===== src/sv/acae_pkg.sv =====
`timescale 1ns / 1ps
// Shared constants, types and width helpers of the current amplitude estimator.
package acae_pkg;

  localparam int unsigned ADC_BITS_DEF  = 10;
  localparam int unsigned FRAC_BITS_DEF = 8;

  localparam int unsigned APB_AW = 4;
  localparam int unsigned APB_DW = 32;

  typedef enum logic [1:0] {
    REG_ZERO_CODE    = 2'd0,
    REG_GAIN_Q8      = 2'd1,
    REG_NOISE_OFFSET = 2'd2
  } acae_reg_e;

  localparam logic [15:0] ZERO_CODE_RST    = 16'd517;
  localparam logic [15:0] GAIN_Q8_RST      = 16'd9001;
  localparam logic [13:0] NOISE_OFFSET_RST = 14'd100;

  typedef struct packed {
    logic [15:0] zero_code;
    logic [15:0] gain_q8;
    logic [13:0] noise_offset_ma;
  } acae_cfg_t;

  typedef enum logic [3:0] {
    ST_IDLE = 4'b0001,
    ST_DIV  = 4'b0010,
    ST_UPD  = 4'b0100,
    ST_RES  = 4'b1000
  } acae_state_e;

  // Average datapath: 32-bit filter state, 36-bit offset numerator for the divide by ten
  localparam int unsigned EMA_W    = 32;
  localparam int unsigned ACC_W    = 36;
  localparam int unsigned DIV_STEP = 18;
  localparam int unsigned DIV_CNT  = ACC_W / DIV_STEP;
  localparam int unsigned DIV_BASE = 10;
  // floor(y / 10) == (y * DIV_RECIP) >> DIV_SHIFT for every y below 2^(DIV_STEP+4)
  localparam int unsigned DIV_SHIFT = 26;
  localparam longint      DIV_RECIP = 64'sd6710887;
  // 10 * 2^31: numerator offset that maps the saturated range onto [0, 2*span)
  localparam longint EMA_SPAN = 64'sd21474836480;

  function automatic int unsigned prod_width(int unsigned adc_bits);
    return adc_bits + 18;
  endfunction

  function automatic int unsigned cur_width(int unsigned adc_bits, int unsigned frac_bits);
    return adc_bits + 18 + ((frac_bits > 8) ? (frac_bits - 8) : 0);
  endfunction

  function automatic int unsigned num_width(int unsigned cw);
    return ((cw > ACC_W) ? cw : ACC_W) + 2;
  endfunction

endpackage


===== src/sv/acae_regs.sv =====
`timescale 1ns / 1ps
// APB configuration registers: zero code, gain and noise offset.
module acae_regs #(
  parameter int unsigned ADC_BITS = acae_pkg::ADC_BITS_DEF
) (
  input  logic                          clk_i,
  input  logic                          rst_ni,
  input  logic                          psel,
  input  logic                          penable,
  input  logic                          pwrite,
  input  logic [acae_pkg::APB_AW-1:0]   paddr,
  input  logic [acae_pkg::APB_DW-1:0]   pwdata,
  output logic [acae_pkg::APB_DW-1:0]   prdata,
  output logic                          pready,
  output acae_pkg::acae_cfg_t           cfg_o
);

  logic [ADC_BITS-1:0] zero_code_q;
  logic [15:0]         gain_q8_q;
  logic [13:0]         noise_offset_q;
  logic                wr_en;
  acae_pkg::acae_reg_e reg_sel;

  assign pready  = 1'b1;
  assign wr_en   = psel && penable && pwrite;
  assign reg_sel = acae_pkg::acae_reg_e'(paddr[3:2]);

  always_ff @(posedge clk_i or negedge rst_ni) begin
    if (!rst_ni) begin
      zero_code_q    <= ADC_BITS'(acae_pkg::ZERO_CODE_RST);
      gain_q8_q      <= acae_pkg::GAIN_Q8_RST;
      noise_offset_q <= acae_pkg::NOISE_OFFSET_RST;
    end else if (wr_en) begin
      case (reg_sel)
        acae_pkg::REG_ZERO_CODE:    zero_code_q    <= pwdata[ADC_BITS-1:0];
        acae_pkg::REG_GAIN_Q8:      gain_q8_q      <= pwdata[15:0];
        acae_pkg::REG_NOISE_OFFSET: noise_offset_q <= pwdata[13:0];
        default: ;
      endcase
    end
  end

  always_comb begin
    case (reg_sel)
      acae_pkg::REG_ZERO_CODE:    prdata = acae_pkg::APB_DW'(zero_code_q);
      acae_pkg::REG_GAIN_Q8:      prdata = acae_pkg::APB_DW'(gain_q8_q);
      acae_pkg::REG_NOISE_OFFSET: prdata = acae_pkg::APB_DW'(noise_offset_q);
      default:                    prdata = '0;
    endcase
  end

  assign cfg_o.zero_code       = 16'(zero_code_q);
  assign cfg_o.gain_q8         = gain_q8_q;
  assign cfg_o.noise_offset_ma = noise_offset_q;

endmodule


===== config.mk =====
export PLATFORM = sky130hd
export DESIGN_NAME = acae_regs
export DESIGN_NICKNAME = d
export VERILOG_FILES = /design/src/sv/acae_pkg.sv /design/src/sv/acae_regs.sv
export SDC_FILE = /design/constraint.sdc
export NUM_CORES = 1
export LEC_CHECK = 0
export BUFFER_PORTS_ARGS = -buffer_cell sky130_fd_sc_hd__buf_2
export CAP_MARGIN = 25
export CORE_UTILIZATION = 40
export DETAILED_ROUTE_END_ITERATION = 10
export PLACE_DENSITY = 0.75
export SKIP_LAST_GASP = 1
export SYNTH_ARGS = -nofsm -noshare
export SYNTH_HDL_FRONTEND = slang
export SYNTH_SLANG_ARGS = --single-unit

===== constraint.sdc =====
create_clock -name clk_i -period 1.7 [get_ports clk_i]
set_clock_uncertainty 0.05 [all_clocks]
set_input_delay 0.34 -clock clk_i [delete_from_list [all_inputs] [get_ports clk_i]]
set_output_delay 0.34 -clock clk_i [all_outputs]
set_load 0.05 [all_outputs]

==> results.md <==
- TritonCTS sink count: 40
- Hold WS: 0.222 ns
- RSZ-0062 raised after global routing: true
- Remaining DRCs: 0
- CP Class: reg -> out
- Layout cells sized above 1: 0.668
- Worst R2R End: noise_offset_q[3]
- Slowest library cell on the worst path: dfstp_2
- Total GRT Usage: 0.174
- Cell Count, Final, Fillers Out: 314
- Fin crit period: 1.67 ns
- IO Port Bufs: 78
- Placed Area: approximately 0.0025 mm2
- H-tree depth: 2
- Synth warn: 0
- Grt total ovfl: 0
- Row Count: 25
- Vias per Instance: 4.61
- Via count: 1,448
- Max Cap Violations: 0
- Area Growth Syn to Fin: 31.2%
- Synthesized area per cell: 13.2 um2
- Worst path cell trace: nand2_1 > o21ai_4 > buf_2
- Post-synthesis cell count: 154
- Vias in the first global route: 1,397
- Starting Density: 0.422
- Setup TNS: 0 ns
- Die Ht: 73.3 um
- Power per cell area: around 1500 mW/mm2
- Starting DRT DRC Count: 39
- Largest net degree at the start of global routing: 23
- CTS root buffer: clkbuf_8
- CP peak stage delay: 0.55 ns
- Initial antenna violation count: 0
- Leakage power: 1.37 nW
- Number of diodes: 0
- Post-layout nets: 287
- Max-slew violation count: 0
- Pre-antenna DRT Iters: 2
- DR WL/cell: approximately 14 um
- Post-detail-place hpwl: around 3300 um
- Worst EP required: roughly 1.3 ns
- Ports: 120
- Most frequent cells in the layout: buf_2, mux2_2, dfrtp_1
- Worst r2r src: noise_offset_q[3]
- Hold/Removal Path Class: in -> reg
- Fin area: 0.00267 mm2
- CTS tree: built
- Critical hold path startpoint: pwdata[15]
- R2r setup slk: 0.86 ns
- Clock Latency Late Sink: between 0.2 and 0.3 ns
- Final wirelength: 4400 um
- Number of library cell types mapped by synthesis: 22
- Clk slew on worst S/H paths: roughly 0.08 ns
- Worst hold path depth: 2
- Commonest non-fill, non-tap cell in the layout: buf_2
- Antenna viol nets, final: 0
- Final Setup Violations: 0
- Worst R2R Path Depth: 1
- End of the worst hold path: gain_q8_q[15]
- Max rail drop VDD: ~800 uV
- Final hold violation count: 0
- Final Cycle Share: 0.980
- Critical path startpoint category: flip-flop
- Fmax: 0.600 GHz
- Die X: 73.3 um
- Sequential share of the synthesized area: 0.500
- Maximum fanout along the worst path: 3
- Max clock buf depth: 2
- Die area: 0.00537 mm2
- Status: finished, final reports clean
- Netlist Area Pre-Place: 0.00203 mm2
- CP Capture Type: output port
- Cell count after placement: 304
- Placer congestion estimate: 0.714
- Core area: 0.00482 mm2
- Worst endpoint data arrival time: 1.28 ns
- Synth Register Bits: 40
- First-pass GRT wire length: 6740 um
- CTS Buf Count: 5
cells by family (layout without fill, tap and decap cells):
| kind of cell | count (synthesis) | after routing | share of synthesized area |
|---|---|---|---|
| AO/OA/AOI/OAI | 14 | 14 | 0.0419 |
| buffers and inverters | 30 | 102 | 0.113 |
| flip-flops | 40 | 40 | 0.500 |
| multiplexers | 50 | 50 | 0.290 |
| other | 2 | 23 | 0.00370 |
| AND/OR/NAND/NOR | 18 | 18 | 0.0518 |
through the flow:
step | total power, mW | worst slack (ns) | util
detailed placement | 3.35 | 0.0534 | 0.527
global route | 4.14 | -0.00599 | 0.553
CTS | 3.99 | 0.00238 | 0.548
finish | 3.97 | 0.0332 | 0.553
global placement | 3.32 | 0.0755 | 0.527
floorplan | 2.97 | -0.00692 | -
registers in the layout (all words and copies together), names as in the netlist:
register / flops
gain_q8_q: 16
noise_offset_q: 14
zero_code_q: 10
timing repair:
item | CTS | global route
hold buffers | 1 | 0
buffers inserted | 0 | 1
resized for setup | 2 | 6
endpoints found under the setup margin | 2 | 6
endpoints found under the hold margin | 13 | 0
worst max-delay path by stage:
stage	from	end	slack, ns
after floorplan	paddr[2]	prdata[7]	-0.007
final	noise_offset_q[6]	prdata[6]	0.03
after detailed placement	paddr[3]	prdata[6]	0.05
after CTS	gain_q8_q[9]	prdata[9]	0.002
after global placement	paddr[3]	gain_q8_q[1]	0.08
after global routing	gain_q8_q[9]	prdata[9]	-0.006
critical path: cells and delay by family (launching register included):
kind | cells | cell delay [ns]
AOI/OAI and AO/OA | 1 | 0.06
buffers and inverters | 1 | 0.27
DFF | 1 | 0.55
and+or+nand+nor | 1 | 0.09
synth_stat cells:
master	n	area, um2
clkbuf_1	2	7.51
nand2_1	10	37.5
dfrtp_1	28	701
nand3_2	1	10.0
clkbuf_2	1	5.00
buf_2	1	5.00
and2b_1	1	7.51
conb_1	2	7.51
buf_6	1	11.3
nor3b_2	1	12.5
nor2b_1	1	6.26
or3b_1	1	8.76
nor3_2	1	10.0
and2_1	2	12.5
buf_4	24	180
a22o_1	4	35.0
mux2_2	30	338
buf_12	1	20.0
dfstp_2	12	315
mux2i_1	10	100
o21ai_0	10	50.1
mux2_4	10	150
routing by layer:
layer	share of wire	vias to the layer above	global-route usage
met5	0	-	0
met4	0.019	0	0.0915
met3	0.051	8	0.0398
met2	0.49	62	0.271
met1	0.44	705	0.227
li1	-	673	-
layout make-up:
class / instances / area, um2
clock inverter: 2 / 12.5
timing repair buffer: 94 / 548
sequential: 40 / 1020
fill: 440 / 2150
clock buffer: 6 / 72.6
multi-input combinational: 105 / 932
tap: 67 / 83.8
power by group:
part	internal, mW	total, mW	switching [mW]
combinational	0.526	1.97	1.44
clock	0.287	0.624	0.337
sequential	1.22	1.38	0.158
Note: power is estimated with default switching activity, not from simulation.
