===== src/sv/acae_pkg.sv =====
`timescale 1ns / 1ps
// Shared constants, types and width helpers of the current amplitude estimator.
package acae_pkg;

  localparam int unsigned ADC_BITS_DEF  = 10;
  localparam int unsigned FRAC_BITS_DEF = 8;

  localparam int unsigned APB_AW = 4;
  localparam int unsigned APB_DW = 32;

  typedef enum logic [1:0] {
    REG_ZERO_CODE    = 2'd0,
    REG_GAIN_Q8      = 2'd1,
    REG_NOISE_OFFSET = 2'd2
  } acae_reg_e;

  localparam logic [15:0] ZERO_CODE_RST    = 16'd517;
  localparam logic [15:0] GAIN_Q8_RST      = 16'd9001;
  localparam logic [13:0] NOISE_OFFSET_RST = 14'd100;

  typedef struct packed {
    logic [15:0] zero_code;
    logic [15:0] gain_q8;
    logic [13:0] noise_offset_ma;
  } acae_cfg_t;

  typedef enum logic [3:0] {
    ST_IDLE = 4'b0001,
    ST_DIV  = 4'b0010,
    ST_UPD  = 4'b0100,
    ST_RES  = 4'b1000
  } acae_state_e;

  // Average datapath: 32-bit filter state, 36-bit offset numerator for the divide by ten
  localparam int unsigned EMA_W    = 32;
  localparam int unsigned ACC_W    = 36;
  localparam int unsigned DIV_STEP = 18;
  localparam int unsigned DIV_CNT  = ACC_W / DIV_STEP;
  localparam int unsigned DIV_BASE = 10;
  // floor(y / 10) == (y * DIV_RECIP) >> DIV_SHIFT for every y below 2^(DIV_STEP+4)
  localparam int unsigned DIV_SHIFT = 26;
  localparam longint      DIV_RECIP = 64'sd6710887;
  // 10 * 2^31: numerator offset that maps the saturated range onto [0, 2*span)
  localparam longint EMA_SPAN = 64'sd21474836480;

  function automatic int unsigned prod_width(int unsigned adc_bits);
    return adc_bits + 18;
  endfunction

  function automatic int unsigned cur_width(int unsigned adc_bits, int unsigned frac_bits);
    return adc_bits + 18 + ((frac_bits > 8) ? (frac_bits - 8) : 0);
  endfunction

  function automatic int unsigned num_width(int unsigned cw);
    return ((cw > ACC_W) ? cw : ACC_W) + 2;
  endfunction

endpackage


===== src/sv/acae_if.sv =====
`timescale 1ns / 1ps
// Valid/ready channels for ADC sample items and amplitude result items.
interface acae_in_if #(
  parameter int unsigned ADC_BITS = acae_pkg::ADC_BITS_DEF
);
  logic                valid;
  logic                ready;
  logic [ADC_BITS-1:0] sample;
  logic                window_last;

  modport source (output valid, output sample, output window_last, input ready);
  modport sink   (input valid, input sample, input window_last, output ready);
endinterface



===== src/sv/acae_front.sv =====
`timescale 1ns / 1ps
// Front end: accept samples, scale them to current and hand them to the queue.
module acae_front #(
  parameter int unsigned ADC_BITS  = acae_pkg::ADC_BITS_DEF,
  parameter int unsigned FRAC_BITS = acae_pkg::FRAC_BITS_DEF,
  localparam int unsigned CW       = acae_pkg::cur_width(ADC_BITS, FRAC_BITS)
) (
  input  logic                clk_i,
  input  logic                rst_ni,
  acae_in_if.sink             item_i,
  input  acae_pkg::acae_cfg_t cfg_i,
  output logic                push_valid_o,
  output logic [CW-1:0]       push_cur_o,
  output logic                push_last_o,
  input  logic                push_ready_i
);

  localparam int unsigned PW = acae_pkg::prod_width(ADC_BITS);

  logic signed [ADC_BITS:0] diff;
  logic signed [PW-1:0]     prod;
  logic signed [PW-1:0]     prod_q;
  logic                     last_q;
  logic                     valid_q;
  logic signed [CW-1:0]     cur;
  logic                     take;

  assign diff = $signed({1'b0, item_i.sample}) -
                $signed({1'b0, cfg_i.zero_code[ADC_BITS-1:0]});
  assign prod = $signed({1'b0, cfg_i.gain_q8}) * diff;

  assign item_i.ready = !valid_q || push_ready_i;
  assign take         = item_i.valid && item_i.ready;

  always_ff @(posedge clk_i or negedge rst_ni) begin
    if (!rst_ni) begin
      valid_q <= 1'b0;
    end else if (item_i.ready) begin
      valid_q <= item_i.valid;
    end
  end

  always_ff @(posedge clk_i) begin
    if (take) begin
      prod_q <= prod;
      last_q <= item_i.window_last;
    end
  end

  // Bring the Q8 product to FRAC_BITS fraction bits; narrowing rounds half up
  if (FRAC_BITS >= 8) begin : g_widen
    assign cur = CW'(prod_q) <<< (FRAC_BITS - 8);
  end else begin : g_round
    localparam logic signed [PW-1:0] Rnd = PW'(1) << (7 - FRAC_BITS);
    logic signed [PW-1:0] rnd_sum;
    assign rnd_sum = prod_q + Rnd;
    assign cur     = CW'(rnd_sum >>> (8 - FRAC_BITS));
  end

  assign push_valid_o = valid_q;
  assign push_cur_o   = cur;
  assign push_last_o  = last_q;

endmodule


===== src/flat_wrapper.sv =====
// flat-port wrapper written by rule: the top's interface ports become plain ports
module acae_front_flat 
#(
  parameter int unsigned ADC_BITS  = acae_pkg::ADC_BITS_DEF,
  parameter int unsigned FRAC_BITS = acae_pkg::FRAC_BITS_DEF,
  localparam int unsigned CW       = acae_pkg::cur_width(ADC_BITS, FRAC_BITS)
)
  (clk_i, rst_ni, cfg_i, push_valid_o, push_cur_o, push_last_o, push_ready_i, item_i_valid, item_i_sample, item_i_window_last, item_i_ready);
  acae_in_if #(.ADC_BITS(ADC_BITS)) item_i_i ();
  input  logic clk_i;
  input  logic rst_ni;
  input  acae_pkg::acae_cfg_t cfg_i;
  output logic push_valid_o;
  output logic [CW-1:0] push_cur_o;
  output logic push_last_o;
  input  logic push_ready_i;
  input wire logic [$bits(item_i_i.valid)-1:0] item_i_valid;
  input wire logic [$bits(item_i_i.sample)-1:0] item_i_sample;
  input wire logic [$bits(item_i_i.window_last)-1:0] item_i_window_last;
  output wire logic [$bits(item_i_i.ready)-1:0] item_i_ready;
  assign item_i_i.valid = item_i_valid;
  assign item_i_i.sample = item_i_sample;
  assign item_i_i.window_last = item_i_window_last;
  assign item_i_ready = item_i_i.ready;
  acae_front #(.ADC_BITS(ADC_BITS), .FRAC_BITS(FRAC_BITS)) u_core (.clk_i(clk_i), .rst_ni(rst_ni), .item_i(item_i_i), .cfg_i(cfg_i), .push_valid_o(push_valid_o), .push_cur_o(push_cur_o), .push_last_o(push_last_o), .push_ready_i(push_ready_i));
endmodule

===== config.mk =====
export PLATFORM = sky130hd
export DESIGN_NAME = acae_front_flat
export DESIGN_NICKNAME = d
export VERILOG_FILES = /design/src/sv/acae_pkg.sv /design/src/sv/acae_if.sv /design/src/sv/acae_front.sv /design/src/flat_wrapper.sv
export SDC_FILE = /design/constraint.sdc
export NUM_CORES = 1
export LEC_CHECK = 0
export ABC_AREA = 1
export BUFFER_PORTS_ARGS = -buffer_cell sky130_fd_sc_hd__buf_2
export CAP_MARGIN = 20
export CORE_MARGIN = 8
export CORE_UTILIZATION = 62
export DETAILED_ROUTE_END_ITERATION = 8
export PLACE_DENSITY = 0.9
export SLEW_MARGIN = 10
export SYNTH_ARGS = -nofsm -noshare
export SYNTH_HDL_FRONTEND = slang
export SYNTH_SLANG_ARGS = --single-unit

===== constraint.sdc =====
create_clock -name clk_i -period 3.2 [get_ports clk_i]
set_input_delay 0.64 -clock clk_i [delete_from_list [all_inputs] [get_ports clk_i]]
set_output_delay 0.64 -clock clk_i [all_outputs]
set_load 0.03 [all_outputs]

==> summary.md, run 1 <==
| Metric | Value |
|---|---|
| Run status | `stopped before the end` |
| Failing step | `5_1_grt` |
| Error | `[ERROR GRT-0232] Routing congestion too high. Check the congestion heatmap in the GUI.` |
| Largest net degree at the start of global routing | `30` |
| Register area share after synthesis | `11.2%` |
| Initial antenna violation count | `2` |
| GPL Wtd Cong | `0.989` |
| Kind of the worst endpoint | `sequential cell input` |
| CTS Hold Buffers Added | `0` |
| Row Count | `41` |
| Bufs on Longest Clock Path | `2` |
| CTS Buf Count | `5` |
| Clock Tree Root | `clkbuf_16` |
| DP HPWL | `19500 um` |
| Yosys reg bits | `30` |
| Synth Net Count | `1336` |
| Netlist cell types | `36` |
| Clock sinks | `30` |
| Avg Inst Size Synth | `7.60 um2` |
| IO Port Bufs | `71` |
| Die Ht | `130 um` |
| IO Count | `92` |
| Number of H-tree levels | `2` |
| Gr usage total | `66.6%` |
| Mapped Cells | `1057` |
| Starting Density | `63.6%` |
| Last worst endpoint in the global-route repair_timing | `u_core.push_cur_o[23]$_DFFE_PP_/D` |
| Gr ovfl total | `54` |
| Yosys warnings | `0` |
| Die width | `130 um` |
| Post-Place Setup Slack | `-2990 ps` |
| Synth Cell Area | `0.00803 mm2` |
## metrics by stage
step / instance area (um2) / cells
2_1_floorplan: 8440 / 1057
3_3_place_gp: 9990 / 1425
3_5_place_dp: 9990 / 1425
4_1_cts: 10800 / 1458
## cell families after synthesis
kind of cell,after synthesis,synth area share (%)
buffers and inverters,316,15.1
DFF,30,11.2
and+or+nand+nor,453,23.7
adders and majority gates,218,45.8
xor gates and xnor gates,19,2.59
AOI/OAI and AO/OA,21,1.57
## timing repair
action / 4_1_cts
gates resized for setup: 134
cloned: 1
setup buffers: 24
pin swaps: 87
setup endpoints to repair: 25
## Yosys cell counts
cell type  number  share of area, %
nand2_1       259                12
xor2_4          1              0.34
nand2_2        11              0.86
edfxtp_1       29                11
nor2_2          4              0.31
buf_6           2              0.28
nor2_4          1              0.14
fa_1          127                32
ha_1           91                14
xor2_1         12               1.3
or2_1           2              0.16
xor2_2          1              0.20
inv_1         295                14
a21oi_2         2              0.22
nor2_1        110               5.1
xnor2_2         2              0.41
inv_2           4              0.19
nand3_1        46               2.9
nand4_4         1              0.26
buf_4           1             0.094
o21bai_1        1             0.094
nor3_1          3              0.19
a21oi_1        16               1.0
clkbuf_2        1             0.062
nand4_1         6              0.47
nand3b_1        2              0.19
inv_4           1             0.078
clkinv_1        1             0.047
nand2_4         4              0.56
dfrtp_1         1              0.31
a21oi_4         1              0.20
xnor2_1         3              0.33
nand3_2         4              0.50
buf_2           2              0.12
clkbuf_1        9              0.42
o21ai_1         1             0.062
## per-layer routing
metal,GRT overflow,GRT usage [%]
met5,0,20.1
met4,25,64.8
met3,1,57.4
met2,27,83.4
met1,1,63.0
==> inputs of run 2 (changes only) <==
--- a/config.mk
+++ b/config.mk
@@ -9,9 +9,9 @@
 export BUFFER_PORTS_ARGS = -buffer_cell sky130_fd_sc_hd__buf_2
 export CAP_MARGIN = 20
 export CORE_MARGIN = 8
-export CORE_UTILIZATION = 62
+export CORE_UTILIZATION = 40
 export DETAILED_ROUTE_END_ITERATION = 8
-export PLACE_DENSITY = 0.9
+export PLACE_DENSITY_LB_ADDON = 0.15
 export SLEW_MARGIN = 10
 export SYNTH_ARGS = -nofsm -noshare
 export SYNTH_HDL_FRONTEND = slang
==> summary.md, run 2 <==
| Metric | Value |
|---|---|
| Run status | `finished with violations` |
| Failing checks | `setup timing` |
| Most frequent cells in the layout | `261 x inv_1, 195 x nand2_1, 158 x buf_4` |
| Synth Net Count | `1336` |
| Max frequency | `174 MHz` |
| Synth top area cells | `fa_1 32%, ha_1 14%, inv_1 14%, nand2_1 12%, edfxtp_1 11%` |
| Synth Area in Compound Gates | `1.57%` |
| Post-synth top cells | `295 x inv_1, 259 x nand2_1, 127 x fa_1` |
| CP max stage delay | `530 ps` |
| Post-synth top flop | `edfxtp_1` |
| Largest net degree at the start of global routing | `30` |
| Number of H-tree levels | `2` |
| Final period util | `179%` |
| Register area share after synthesis | `11.2%` |
| Die ar. | `0.0249 mm2` |
| Post-Place Setup Slack | `-2990 ps` |
| Vias per inst | `4.52` |
| Gr usage total | `19.1%` |
| Crit path time final | `5740 ps` |
| Maxcap violations | `0` |
| Req. time, crit path | `3220 ps` |
| Max_slew headroom | `72.7%` |
| 1st-iter DRT viols | `356` |
| Reg2Reg Depth | `2` |
| Synth Area in Adders | `45.8%` |
| Setup slack after layout | `-2540 ps` |
| Global-route wire length before repair | `37200 um` |
| Avg Inst Size Synth | `7.60 um2` |
| Slowest cell on the critical path | `fa_1` |
| RSZ-0062 raised after global routing | `true` |
| Hold/Removal Path Class | `in -> async` |
| Crit start category | `input port` |
| Setup Viol. Count Final | `24` |
| Yosys reg bits | `30` |
| Synth Area in XOR/XNOR | `2.59%` |
| Ant diodes | `0` |
| Worst skew pair latency | `270 ps` |
| Clock Tree Root | `clkbuf_16` |
| CP arrival | `5760 ps` |
| Dominant cell type by area after synthesis | `fa_1` |
| Synthesized-area fraction occupied by and/or/nand/nor cells | `23.7%` |
| Die Ht | `158 um` |
| Fin. max-slew vios | `0` |
| Gr ovfl total | `0` |
| CTS Hold Buffers Added | `0` |
| GPL Wtd Cong | `0.848` |
| Floorplan core area | `0.0200 mm2` |
| Post-synthesis mux area share | `0%` |
| Synth Cell Area | `0.00803 mm2` |
| Setup Crit Path Kind | `in -> reg` |
| Worst Setup End Kind | `flip-flop` |
| Main combinational cell family by area after synthesis | `adder cells` |
| Clock Skew | `2.82 ps` |
| Slew @ Worst Pin | `407 ps` |
| Mapped Cells | `1057` |
| Final hold vios | `0` |
| Area delta synth->final | `38.7%` |
| CTS Buf Count | `5` |
| Share of cells above drive strength 1 | `36.1%` |
| Row Count | `52` |
| Worst setup path start | `item_i_sample[0]` |
| Clock transition at path regs | `50 ps` |
| Starting Density | `40.2%` |
| Vias post-DR | `7076` |
| Crit path top cell by count | `nand2_1` |
| Clock sinks | `30` |
| Nets | `1573` |
| Async set-reset flop share out of synthesis | `3.33%` |
| Post-synth EDFFs | `29` |
| Fillers | `1938` |
| Drt first pass iters | `4` |
| Count leader, synth | `inv_1` |
| IO Port Bufs | `71` |
| Max reg flops | `28` |
| IO Count | `92` |
| DRC errors left | `0` |
| Wirelength per Cell | `14.2 um` |
| DP HPWL | `19100 um` |
| Yosys top cell area share | `31.7%` |
| Bufs on Longest Clock Path | `2` |
| R2r startpoint | `u_core.push_valid_o` |
| Critical R2R Capture | `u_core.push_cur_o[19]` |
| Yosys warnings | `0` |
| Crit path to | `u_core.push_cur_o[24]` |
| Netlist cell types | `36` |
| Initial antenna violation count | `0` |
| Most common cell after layout, fill and taps aside | `inv_1` |
| CP max FO | `7` |
| Number of global-route vias before repair | `7560` |
| Die width | `158 um` |
| Reg2reg setup slack | `1960 ps` |
| Total wire length | `22300 um` |
| Routed Antenna Nets | `0` |
| CTS tree | `done` |
[run 2: kinds of logic (layout without fill, tap and decap cells)]
logic type      after synthesis  count (layout)
simple gates                453             453
buf+inv                     316             554
fa+ha+maj                   218             218
flops                        30              30
compound gates               21              21
xor+xnor                     19              19
[run 2: through the flow]
stage          area (um2)  utilization (%)  setup TNS [ps]  std cells  hold WS, ps
6_report            11100             55.8          -54800       1565          132
5_1_grt             11100             55.8          -60840       1565          120
4_1_cts             11000             54.9          -54220       1558          127
3_5_place_dp        10200             50.9          -63690       1528          416
3_3_place_gp        10200             50.9          -63220       1528          415
2_1_floorplan        8440                -          -50500       1057          344
[run 2: cell type report]
class,instances,area (um2),area share [%]
flip-flops and latches,30,896,8.04
inverters,301,1160,10.4
well taps,270,338,3.03
repair buffers,245,1760,15.8
clock buffers,7,143,1.28
clock inverters,1,30.0,0.270
multi-input cells,711,6810,61.2
[run 2: what timing repair did]
item,CTS,global route
buffers inserted,22,7
resized for setup,121,37
pin swaps,80,21
endpoints found under the setup margin,24,25
[run 2: layer usage]
metal,share of wire [%],vias to the layer above,track usage (%)
met1,45,3384,24.5
met2,50,128,34.7
met5,0,-,0
met3,3.8,12,1.88
met4,0.85,0,2.77
li1,-,3552,-
[run 2: worst max-delay path: cells and delay by family]
kind | cells | cell delay [ps]
fa+ha+maj | 8 | 3040
compound gates | 1 | 200
simple gates | 13 | 980
buf+inv | 8 | 590
xor+xnor | 1 | 300
[run 2: worst min path at each step]
stage / start / end / slack (ps)
2_1_floorplan: rst_ni / u_core.push_valid_o / 340
6_report: rst_ni / u_core.push_valid_o / 130
3_3_place_gp: rst_ni / u_core.push_valid_o / 420
4_1_cts: rst_ni / u_core.push_valid_o / 130
5_1_grt: rst_ni / u_core.push_valid_o / 120
3_5_place_dp: rst_ni / u_core.push_valid_o / 420
Power of run 2 is not shown: default switching activity piles up to over one toggle a cycle in this logic, so the estimate is an artifact.
