==> src/sv/acae_queue.sv <==
`timescale 1ns / 1ps
// Two-entry queue that decouples the scaling front end from the filter back end.
module acae_queue #(
  parameter int unsigned DW = 8
) (
  input  logic          clk_i,
  input  logic          rst_ni,
  input  logic          push_valid_i,
  input  logic [DW-1:0] push_data_i,
  output logic          push_ready_o,
  output logic          pop_valid_o,
  output logic [DW-1:0] pop_data_o,
  input  logic          pop_ready_i
);

  logic [DW-1:0] mem_q [2];
  logic          wr_ptr_q;
  logic          rd_ptr_q;
  logic [1:0]    cnt_q;
  logic          push;
  logic          pop;

  assign push_ready_o = (cnt_q != 2'd2);
  assign pop_valid_o  = (cnt_q != 2'd0);
  assign pop_data_o   = mem_q[rd_ptr_q];
  assign push         = push_valid_i && push_ready_o;
  assign pop          = pop_valid_o && pop_ready_i;

  always_ff @(posedge clk_i or negedge rst_ni) begin
    if (!rst_ni) begin
      wr_ptr_q <= 1'b0;
      rd_ptr_q <= 1'b0;
      cnt_q    <= 2'd0;
    end else begin
      if (push) wr_ptr_q <= !wr_ptr_q;
      if (pop)  rd_ptr_q <= !rd_ptr_q;
      if (push && !pop)      cnt_q <= cnt_q + 2'd1;
      else if (pop && !push) cnt_q <= cnt_q - 2'd1;
    end
  end

  always_ff @(posedge clk_i) begin
    if (push) mem_q[wr_ptr_q] <= push_data_i;
  end

  a_cnt_bound: assert property (@(posedge clk_i) disable iff (!rst_ni)
    cnt_q != 2'd3)
    else $error("queue count out of range");

  a_cnt_push: assert property (@(posedge clk_i) disable iff (!rst_ni)
    push && !pop |=> cnt_q == $past(cnt_q) + 2'd1)
    else $error("queue count did not advance on push");

endmodule

==> config.mk <==
export PLATFORM = sky130hd
export DESIGN_NAME = acae_queue
export DESIGN_NICKNAME = d
export VERILOG_FILES = /design/src/sv/acae_queue.sv
export SDC_FILE = /design/constraint.sdc
export NUM_CORES = 1
export LEC_CHECK = 0
export BUFFER_PORTS_ARGS = -buffer_cell sky130_fd_sc_hd__buf_2
export CORE_MARGIN = 4
export CORE_UTILIZATION = 43
export CTS_BUF_LIST = sky130_fd_sc_hd__clkbuf_4
export DETAILED_ROUTE_END_ITERATION = 12
export HOLD_SLACK_MARGIN = 0.06
export PLACE_DENSITY = 0.73
export REMOVE_ABC_BUFFERS = 1
export SLEW_MARGIN = 10
export SYNTH_ARGS = -nofsm -noshare
export SYNTH_HDL_FRONTEND = slang
export SYNTH_SLANG_ARGS = --single-unit
==> constraint.sdc <==
create_clock -name clk_i -period 1.2 [get_ports clk_i]
set_input_delay 0.18 -clock clk_i [delete_from_list [all_inputs] [get_ports clk_i]]
set_output_delay 0.18 -clock clk_i [all_outputs]
set_load 0.01 [all_outputs]
==> impl_summary.md, run 1 <==
Worst setup path
The critical path endpoint category is a primary output. STA puts the critical path data arrival time at 1.26 ns. The largest single stage delay on the critical path is a little under 0.4 ns. The highest-delay cell along the critical path is dfrtp_2. The most used cell along the critical path is buf_6.

Among cell families on the critical path, the largest total delay comes from flip-flops. Data on the critical path is required at its endpoint by 1.02 ns. Of all nets on the critical path, the largest fanout is 5. STA classifies the critical path startpoint as a flop. The signal on the critical path passes through buf_6 > mux2_2 > buf_6.

The worst setup path is of the flop to primary output kind. The buffers plus inverters on the worst setup path is 2.

Outcome
The final reports fail on setup timing. The run finished, with violations left.

GRT
The remaining global-route overflow is 0. The largest net degree at the start of global routing is 12. The first global-routing pass estimated roughly 2.4 mm of wire.

The via count of the first global-routing pass came to approximately 540. The overall fraction of global-route tracks in use is around an eighth. The initial antenna violation count is 0.

Synth
The number of instances in the synthesized netlist is 43. Summed over its instances, the top area cell type makes up 61.0% of the synthesized netlist area. In this run, synthesis produced a sequential element count of 20.

The sequential share of the synthesized area is about three quarters. The post-synthesis cell type with the largest combined area is edfxtp_1. The number of different library cells used by synthesis comes to 14. The post-synth design cell area is 787 um2.

A synthesized cell averages around 18 um2. The number of warning messages in the yosys log is 0. Ranked by total cell area, the synthesized netlist is headed by edfxtp_1 61%, dfrtp_1 13%, mux2_2 11%.

Timing
Setup violations remaining at the end of the flow were counted as 19. Clock skew on the completed layout was measured at 0.00131 ns. The actual slew at the worst max-slew pin is roughly 0.15 ns. The max-slew headroom at the worst pin is about nine tenths. The minimum setup slack in the final design is -0.240 ns. The number of max-slew violations in the final report was 0.

Setup repair after global routing could not meet its margin everywhere. The worst-case hold slack is roughly 0.095 ns. The final critical-path share of the clock period is 120%. The achievable frequency is around 690 MHz. The hold violation count in the final report was 0. The final critical-path required period is around 1.4 ns.

Routing
After detailed routing, the number of remaining DRC violations is 0. For this block, the initial DRC count from the detailed router was 1. Using the TritonRoute via totals, the vias-per-cell ratio works out to about 4.5.

The first TritonRoute pass finished after 2 iterations. The number of nets with antenna violations after detailed routing is 0. The routed length per instance is about 14 um.

The via count is 518. The total detailed-routing wirelength is 1.60 mm.

Clock tree
After clock tree synthesis, the clock-pin slew on the worst setup and hold paths is about 0.10 ns. The clock tree from TritonCTS is yes. In this run the deepest clock path goes through 2 buffers. The cell sitting at the root of the clock tree is a clkbuf_4.

Buffers inserted during clock tree synthesis total 3. At the later pin of the worst-skew pair, clock insertion delay measures roughly 0.28 ns. The total clock sinks is 20. The H-tree depth is 1.

Placement
The standard cell area after detailed placement is a little under 1000 um2. Detailed placement finished with a half-perimeter wire length of 997 um. The last weighted congestion value of the routability-driven placer is ~0.66. Port buffering added 21 buffers.

Power
The cell area power density is 2360 nW/um2. The leakage power is roughly 0.00052 uW. VDD sags by at most 1.61 mV.

Floorplan
From bottom edge to top edge, the die measures 50.8 um. The floorplan row count is 15. The area enclosed by the die boundary is 2580 um2. The initial utilization of the core area, before any placement, comes to 45.6%. The area of the placeable core is around 1700 um2. The floorplan step set the die width to around 50 um. The I/O pin total is 22.

Layout
The area of all placed cells without fillers is 1270 um2. The growth of design area from synthesis to finish is 61.2%. The number of inserted diodes is 0. The share of cells above drive strength 1 is between 60% and 70%. The net count of the finished layout is 104.

Job
The max-capacitance violation count is 0.

Worst hold path
The type of the most critical hold path is primary input to flop.
[timing repair]
action / CTS / global route
hold buffers: 1 / 7
endpoints found under the hold margin: 4 / 14
gates resized for setup: 24 / 7
pin swaps: 6 / 2
buffers inserted: 6 / 2
setup endpoints to repair: 27 / 28
[worst register-to-register path: stages, from the launching register on]
cell     delay [ns]
dfrtp_1        0.41
or2_4          0.28
nand2_4        0.07
ha_4           0.12
xor2_1         0.15
nor2_2         0.05
xor2_1         0.16
[report_power, final]
| group | internal (uW) | switching (uW) |
|---|---|---|
| Combinational | 980 | 623 |
| Sequential | 974 | 79.3 |
| Clock | 152 | 181 |
| Total | 2110 | 883 |
[layer usage]
| layer | vias to the layer above | track usage [%] | share of wire (%) |
|---|---|---|---|
| met5 | - | 0 | 0 |
| met4 | 0 | 6.73 | 0.50 |
| met3 | 2 | 2.08 | 3.6 |
| met2 | 13 | 24.1 | 57 |
| met1 | 254 | 14.7 | 39 |
| li1 | 249 | - | - |
[cells in the mapped netlist]
master    instances
nand2b_4          1
or2_4             1
dfrtp_1           4
edfxtp_1         16
xnor2_1           3
buf_2             1
and3_1            1
ha_1              1
nand2_1           1
mux2_2            8
nand2_4           1
inv_1             1
nor2_1            2
xor2_1            2
[final timing paths]
path | start | to | slack (ns) | cells after the start
min in group asynchronous | rst_ni | cnt_q[0]$_DFFE_PN0P_ | 0.21 | 2
setup / recovery | rd_ptr_q$_DFFE_PN0P_ | pop_data_o[6] | -0.24 | 3
max in group asynchronous | rst_ni | rd_ptr_q$_DFFE_PN0P_ | 0.86 | 2
hold / removal | push_data_i[0] | mem_q[1][0]$_DFFE_PP_ | 0.09 | 1
hold reg to reg | wr_ptr_q$_DFFE_PN0P_ | wr_ptr_q$_DFFE_PN0P_ | 0.62 | 2
setup reg to reg | cnt_q[1]$_DFFE_PN0P_ | cnt_q[1]$_DFFE_PN0P_ | -0.16 | 6
[registers in the layout, indices dropped and copies added (netlist names)]
signal and flops:
rd_ptr_q 1, wr_ptr_q 1, mem_q 16, cnt_q 2
[cell type report]
cell class              count  area, um2
multi-input cells          21        233
inverters                   1       6.26
flip-flops and latches     20        582
fillers                   125        458
repair buffers             44        387
clock buffers               4       30.0
well taps                  25       31.3
[metrics by stage]
step           TNS, ns  total power, uW  setup slack [ns]  util (%)  instances
2_1_floorplan    -1.72             1640            -0.186         -         42
3_3_place_gp     -1.56             2020            -0.138      56.2         95
3_5_place_dp     -2.00             2060            -0.187      56.2         95
4_1_cts          -2.78             2820            -0.252      66.5        106
5_1_grt          -4.11             3170            -0.306      73.5        115
6_report         -2.87             2990            -0.240      73.5        115
[cells by family after synthesis]
kind of cell | share of synthesized area (%)
flops | 73.8
fa+ha+maj | 1.59
simple gates | 6.52
xor+xnor | 5.57
buf+inv | 1.11
mux | 11.4
[cells in the final DEF, fill, tap and decap left out]
cell           count
and3_4             1
buf_2             11
buf_4              8
buf_6             17
clkbuf_4           4
dfrtp_1            3
dfrtp_2            1
dlygate4sd3_1      8
edfxtp_1          16
ha_4               1
inv_4              1
mux2_2             8
nand2_4            2
nand2b_4           1
nor2_2             1
nor2_4             1
or2_4              1
xnor2_1            3
xor2_1             2
No activity file was read; power rests on OpenSTA's default activity.
==> run 2: changes to the inputs <==
--- a/config.mk
+++ b/config.mk
@@ -6,6 +6,7 @@
 export NUM_CORES = 1
 export LEC_CHECK = 0
 export BUFFER_PORTS_ARGS = -buffer_cell sky130_fd_sc_hd__buf_2
+export CAP_MARGIN = 40
 export CORE_MARGIN = 4
 export CORE_UTILIZATION = 43
 export CTS_BUF_LIST = sky130_fd_sc_hd__clkbuf_4
==> constraint.sdc (replaced) <==
create_clock -name clk_i -period 1.2 [get_ports clk_i]
set_input_delay 0.18 -clock clk_i [delete_from_list [all_inputs] [get_ports clk_i]]
set_output_delay 0.18 -clock clk_i [all_outputs]
set_load 0.1 [all_outputs]
==> run 2 against run 1 <==
Against the previous run: the run still ends with setup timing left; final cell count is 2.6% higher; worst setup slack worse by 0.095 ns; flip-flop and latch count stayed put; first-iteration DRC count grew to 7.0 times the previous value; die area stayed put; wire length is 4.6% higher; clock skew is 0.0030 ns higher; worst hold slack better by 0.11 ns; clock-buffer cell count is 1 lower; non-clock buffer count is 3 higher; global-route usage is 0.28 points higher; via count is 1.4% higher; critical path type unchanged; critical endpoint is now pop_data_o[1]; largest cell class unchanged; highest routed layer unchanged.
==> impl_summary.md, run 2 (synthesis results as in run 1) <==
Timing
The max-slew headroom at the worst pin is just under 90%. Setup violations remaining at the end of the flow were counted as 27. Setup repair after global routing could not meet its margin everywhere. For the finished layout, the period the worst path requires is roughly 1.5 ns. For this run, the top clock speed supported by timing is about 650 MHz.

The number of max-slew violations in the final report is 0. The worst-case clock skew is 0.00435 ns. The final critical-path share of the clock period is 128%. The minimum setup slack in the final design is -0.335 ns. The setup TNS after final layout is -4.28 ns.

For the pin with the worst max-slew slack, the measured transition is between 0.2 and 0.25 ns. The hold violation count in the final report is 0.

Clock tree
The total clock sinks is 20. The clock tree from TritonCTS is yes. The clock tree root buffer cell is clkbuf_4. The H-tree depth is 1. The maximum buffer depth of the clock tree is 2. The clock-pin transition on the worst setup and hold timing paths is between 0.1 and 0.15 ns. The clock reaches the later pin of the worst-skew pair after about 0.30 ns. The number of clock buffers added by TritonCTS is 3.

Routing
The total detailed-routing wirelength is 1.67 mm. The number of vias per cell is about 4.4. The number of remaining DRC errors is 0. The first detailed-routing pass took 2 iterations.

The initial DRC count is 7. The number of nets with antenna violations after detailed routing is 0. The via count is around 530. The routed length per instance is about 14 um.

GRT
The remaining global-route overflow is 0. The initial antenna violation count came to 0. The via count of the first global-routing pass was roughly 550.

The first-pass GRT wire length is between 2 and 2.5 mm. In the global route stage, overall resource usage came out at between 10% and 20%. Entering global routing, the biggest net connects 12 pins.

Floorplan
The region available for standard cell placement spans between 1500 and 2000 um2. In this run the core area contains 15 standard-cell rows. The die height is a little over 50 um. The initial standard-cell utilization of the core is 45.6%. The floorplan step defined a die boundary enclosing roughly 2600 um2. The die extent in x is around 51 um. During I/O placement, the number of pins put on the boundary was 22.

Worst setup path
The worst setup path is captured at a primary output. The kind of cell adding the most delay to the critical path is flip-flops. The number of cells on the worst reg-to-reg path is 6. For the worst setup path, the data arrival time is roughly 1.4 ns. The maximum fanout along the worst path is 4. The number of logic stages on the critical path including buffering is 3. Traced cell by cell, the critical path runs through buf_6 > mux2_4 > buf_12. The buffers plus inverters on the worst setup path is 2. On the worst path, the slowest cell contributes a delay of approximately 0.44 ns. The worst setup path is launched from a flop.

The critical path in this run is classified as flop to primary output. The slowest stage of the critical path is the dfrtp_2 cell. STA puts the critical path data required time at between 1 and 1.5 ns.

Placement
The number of buffers added on ports is 21. The congestion estimate from routability-driven global placement came to 0.623. Once detailed placement completed, the half-perimeter wirelength came to about 970 um.

Including well taps, the total number of placed cells is 96.

Layout
The library cell used most frequently in the layout, excluding fill and tap cells, is edfxtp_1. The number of antenna diodes in the final layout is 0. In the final layout, the registers with the most flip-flops are mem_q x16, cnt_q x2.

The number of nets in the layout is around 110. The share of cells above drive strength 1 is approximately 63%. Compared with the post-synthesis result, the final layout area differs by 73.8%. Excluding fillers, the count of instances in the completed layout stands at ~120. Counting flops per register, the top entry is mem_q. The number of flip-flops in the largest register is 16. The filler cells instantiated in the layout total ~120. The library cells used most frequently in the layout, excluding fill and tap cells, are 16 x edfxtp_1, 11 x buf_2, 11 x buf_6.

Outcome
The run finished, with violations left. The final reports fail on setup timing.

Job
Across the run, the number of max-cap violations was 0.

Worst hold path
The path class of the tightest hold or removal check is primary input to async pin.
run 2: cell count changes in the layout (fill, tap and decap cells not counted), moves of 4 or more:
cell / before / now
mux2_2: 8 / 4
buf_6: 17 / 11
mux2_4: 0 / 4
buf_12: 0 / 6
run 2: stage by stage:
| step | cell area, um2 | util, % | setup WS (ns) | hold slack, ns |
|---|---|---|---|---|
| after floorplan | 782 | - | -0.437 | -0.116 |
| after global placement | 1010 | 58.4 | -0.198 | -0.00620 |
| after detailed placement | 1010 | 58.4 | -0.206 | -0.00439 |
| after CTS | 1220 | 70.7 | -0.330 | 0.0623 |
| after global routing | 1370 | 79.2 | -0.386 | 0.212 |
| final | 1370 | 79.2 | -0.335 | 0.202 |
run 2: what timing repair did:
action	CTS	global route
setup endpoints to repair	28	28
gates resized for setup	30	19
hold endpoints to repair	8	12
gates cloned	0	0
hold buffers	3	6
setup buffers	8	1
pin swaps	6	3
run 2: final cells by class:
type                    count  area, um2  share of cell area (%)
inverters                   1       3.75                   0.274
well taps                  25       31.3                    2.29
clock inverters             1       3.75                   0.274
repair buffers             47        472                    34.5
flip-flops and latches     20        582                    42.5
clock buffers               3       22.5                    1.65
multi-input cells          21        253                    18.5
run 2: routing by layer:
layer  share of wire (%)  vias up  routed length (um)  track usage, %
li1                    -      255                   -               -
met1                  42      249                 709            14.4
met2                  51       16                 858            23.5
met3                 3.9        5                  66            2.97
met4                 2.3        0                  39            9.42
met5                   0        -                   0               0
run 2: final timing paths:
check	from	endpoint	slack, ns
worst max-delay path	rd_ptr_q$_DFFE_PN0P_	pop_data_o[1]	-0.34
worst min-delay path	rst_ni	wr_ptr_q$_DFFE_PN0P_	0.20
worst max register to register	cnt_q[1]$_DFFE_PN0P_	cnt_q[1]$_DFFE_PN0P_	-0.13
worst min register to register	wr_ptr_q$_DFFE_PN0P_	wr_ptr_q$_DFFE_PN0P_	0.60
max in group asynchronous	rst_ni	rd_ptr_q$_DFFE_PN0P_	0.85
min in group clk_i	pop_ready_i	cnt_q[0]$_DFFE_PN0P_	0.30
Power of run 2 is not shown: default switching activity piles up to over one toggle a cycle in this logic, so the estimate is an artifact.
==> run 3: changes to the inputs <==
--- a/config.mk
+++ b/config.mk
@@ -14,7 +14,8 @@
 export HOLD_SLACK_MARGIN = 0.06
 export PLACE_DENSITY = 0.73
 export REMOVE_ABC_BUFFERS = 1
-export SLEW_MARGIN = 10
+export SKIP_CTS_REPAIR_TIMING = 1
+export SLEW_MARGIN = 25
 export SYNTH_ARGS = -nofsm -noshare
 export SYNTH_HDL_FRONTEND = slang
 export SYNTH_SLANG_ARGS = --single-unit
==> run 3 against run 2 <==
Against the previous run: the flow still finishes with violations (setup timing); largest cell class unchanged; core utilization shrank 3.6 points; worst hold slack gained 0.0029 ns; first-iteration DRC count shrank 71%; critical endpoint is now pop_data_o[4]; critical path depth is the same.
==> impl_summary.md, run 3 (synthesis results as in run 1) <==
Worst hold path
The type of the most critical hold path is primary input to async pin.

Routing
The number of nets with antenna violations after detailed routing is 0. The number of vias per cell is around 4.4. The number of iterations in the first detailed-routing pass is 2. The number of remaining DRC errors is 0. The via count is between 500 and 600.

The total detailed-routing wirelength is 1.57 mm. The initial DRC count is 2. After detailed routing, the average wire length per cell comes to roughly 14 um.

Floorplan
In this run the standard cell core region covers 1730 um2. The I/O pin total is 22. The floorplan has 15 rows. The die extent in x is between 50 and 60 um. The die covers approximately 2600 um2. The initial standard-cell utilization of the core is 45.6%.

The die height is roughly 51 um.

Timing
The worst pin sits at a relative slew slack of about 86%. Setup violations remaining at the end of the flow were counted as 28. Setup repair after global routing could not meet its margin everywhere. Across all setup checks in the final design, the least slack found is -0.341 ns.

The final critical-path required period is between 1.5 and 2 ns. On the final layout, the worst clock skew is 0.000895 ns. The number of max-slew violations in the final report was 0. The setup TNS after final layout is -4.56 ns.

For the pin with the worst max-slew slack, the measured transition is approximately 0.21 ns. The hold violation count in the final report was 0. The achievable frequency is approximately 650 MHz. After layout, the worst path uses 128% of the clock period.

Worst setup path
The startpoint identified for the worst register-to-register timing path is cnt_q[0]$_DFFE_PN0P_. The critical path starts at rd_ptr_q$_DFFE_PN0P_. The data required time at the worst endpoint is 1.02 ns. The nature of the critical path startpoint is a flop.

The critical path endpoint category is a primary output. The internal reg-to-reg setup slack is -0.16 ns. The end of the critical path is pop_data_o[4].

The number of cells on the worst reg-to-reg path is 6. The data arrival time at the worst-slack endpoint is 1.36 ns. The start-to-end type of the worst setup path is flop to primary output.

In this run the critical register-to-register path is captured at cnt_q[1]$_DFFE_PN0P_. In this run the worst path has a maximum fanout of 4.

Placement
The detailed-placement wirelength estimate is roughly 970 um. Port buffering added 21 buffers. Once placement finished, the instance area stood at a little over 1000 um2.

The last weighted congestion value of the routability-driven placer is slightly above 0.6. At the placement stage, the worst setup path has a slack of -0.206 ns.

Job
The max-capacitance violation count is 0.

GRT
The overall fraction of global-route tracks in use is roughly an eighth. The initial antenna violation count is 0. The first global-routing pass estimated 2.06 mm of wire. After global routing the overflow that remains totals 0. Entering global routing, the biggest net connects 12 pins. The via count of the first global-routing pass is 471.

Clock tree
TritonCTS built the clock tree. The clock-pin transition on the worst setup and hold timing paths is 0.11 ns. The H-tree depth is 1. The total clock sinks is 20. The maximum buffer depth of the clock tree is 2.

Counting the buffers created by CTS gives 3. The clock tree root buffer cell is clkbuf_4. The source-to-sink clock delay at the later pin of the worst-skew pair is around 0.3 ns.

Layout
In the layout the commonest cells are 16 x edfxtp_1, 11 x buf_2, 11 x buf_6. The number of flip-flops in the largest register is 16. Relative to the synthesized area, the layout overhead comes to 65.8%.

Summing all non-filler instances in the final layout gives an area of 1310 um2. The share of cells above drive strength 1 is roughly two thirds. The number of nets in the layout is 105. The largest registers in the layout are mem_q x16, cnt_q x2. Once layout is complete, the utilization of the core stands at 75.6%. The number of inserted diodes is 0. The library cell used most frequently in the layout, excluding fill and tap cells, is edfxtp_1. The register with the most flip-flops in the final layout is mem_q.

Outcome
The flow ran to the end, but the final reports show violations. The final reports fail on setup timing.
## run 3: changes by cell type in the layout (fill, tap and decap cells not counted), sizes merged
cell and change:
buf -2
## run 3: critical path, cell delays in order, from the launching register on
cell	delay (ns)
dfrtp_2	0.39
buf_4	0.14
mux2_2	0.34
buf_6	0.19
## run 3: worst min path at each step
stage / end / cells after the start
2_1_floorplan: cnt_q[0]$_DFFE_PN0P_ / 0
3_3_place_gp: wr_ptr_q$_DFFE_PN0P_ / 1
3_5_place_dp: wr_ptr_q$_DFFE_PN0P_ / 1
4_1_cts: wr_ptr_q$_DFFE_PN0P_ / 1
5_1_grt: wr_ptr_q$_DFFE_PN0P_ / 2
6_report: wr_ptr_q$_DFFE_PN0P_ / 2
## run 3: stage by stage
step | std cells | hold WS [ns]
finish | 116 | 0.204
global route | 116 | 0.205
CTS | 100 | -0.336
detailed placement | 96 | -0.00439
global placement | 96 | -0.00620
floorplan | 42 | -0.116
## run 3: cell type report
type | count | area [um2]
multi-input cells | 21 | 248
flip-flops and latches | 20 | 582
clock buffers | 3 | 22.5
repair buffers | 45 | 414
inverters | 1 | 3.75
clock inverters | 1 | 3.75
well taps | 25 | 31.3
fillers | 128 | 422
## run 3: routing by layer
metal  vias to the layer above  global-route usage [%]  routed length [um]
li1                        248                       -                   -
met3                         5                    3.26                  54
met4                         0                    9.42                  39
met5                         -                       0                   0
met1                       239                    12.7                 658
met2                        16                    19.1                 818
Power of run 3 is left out for the same reason.
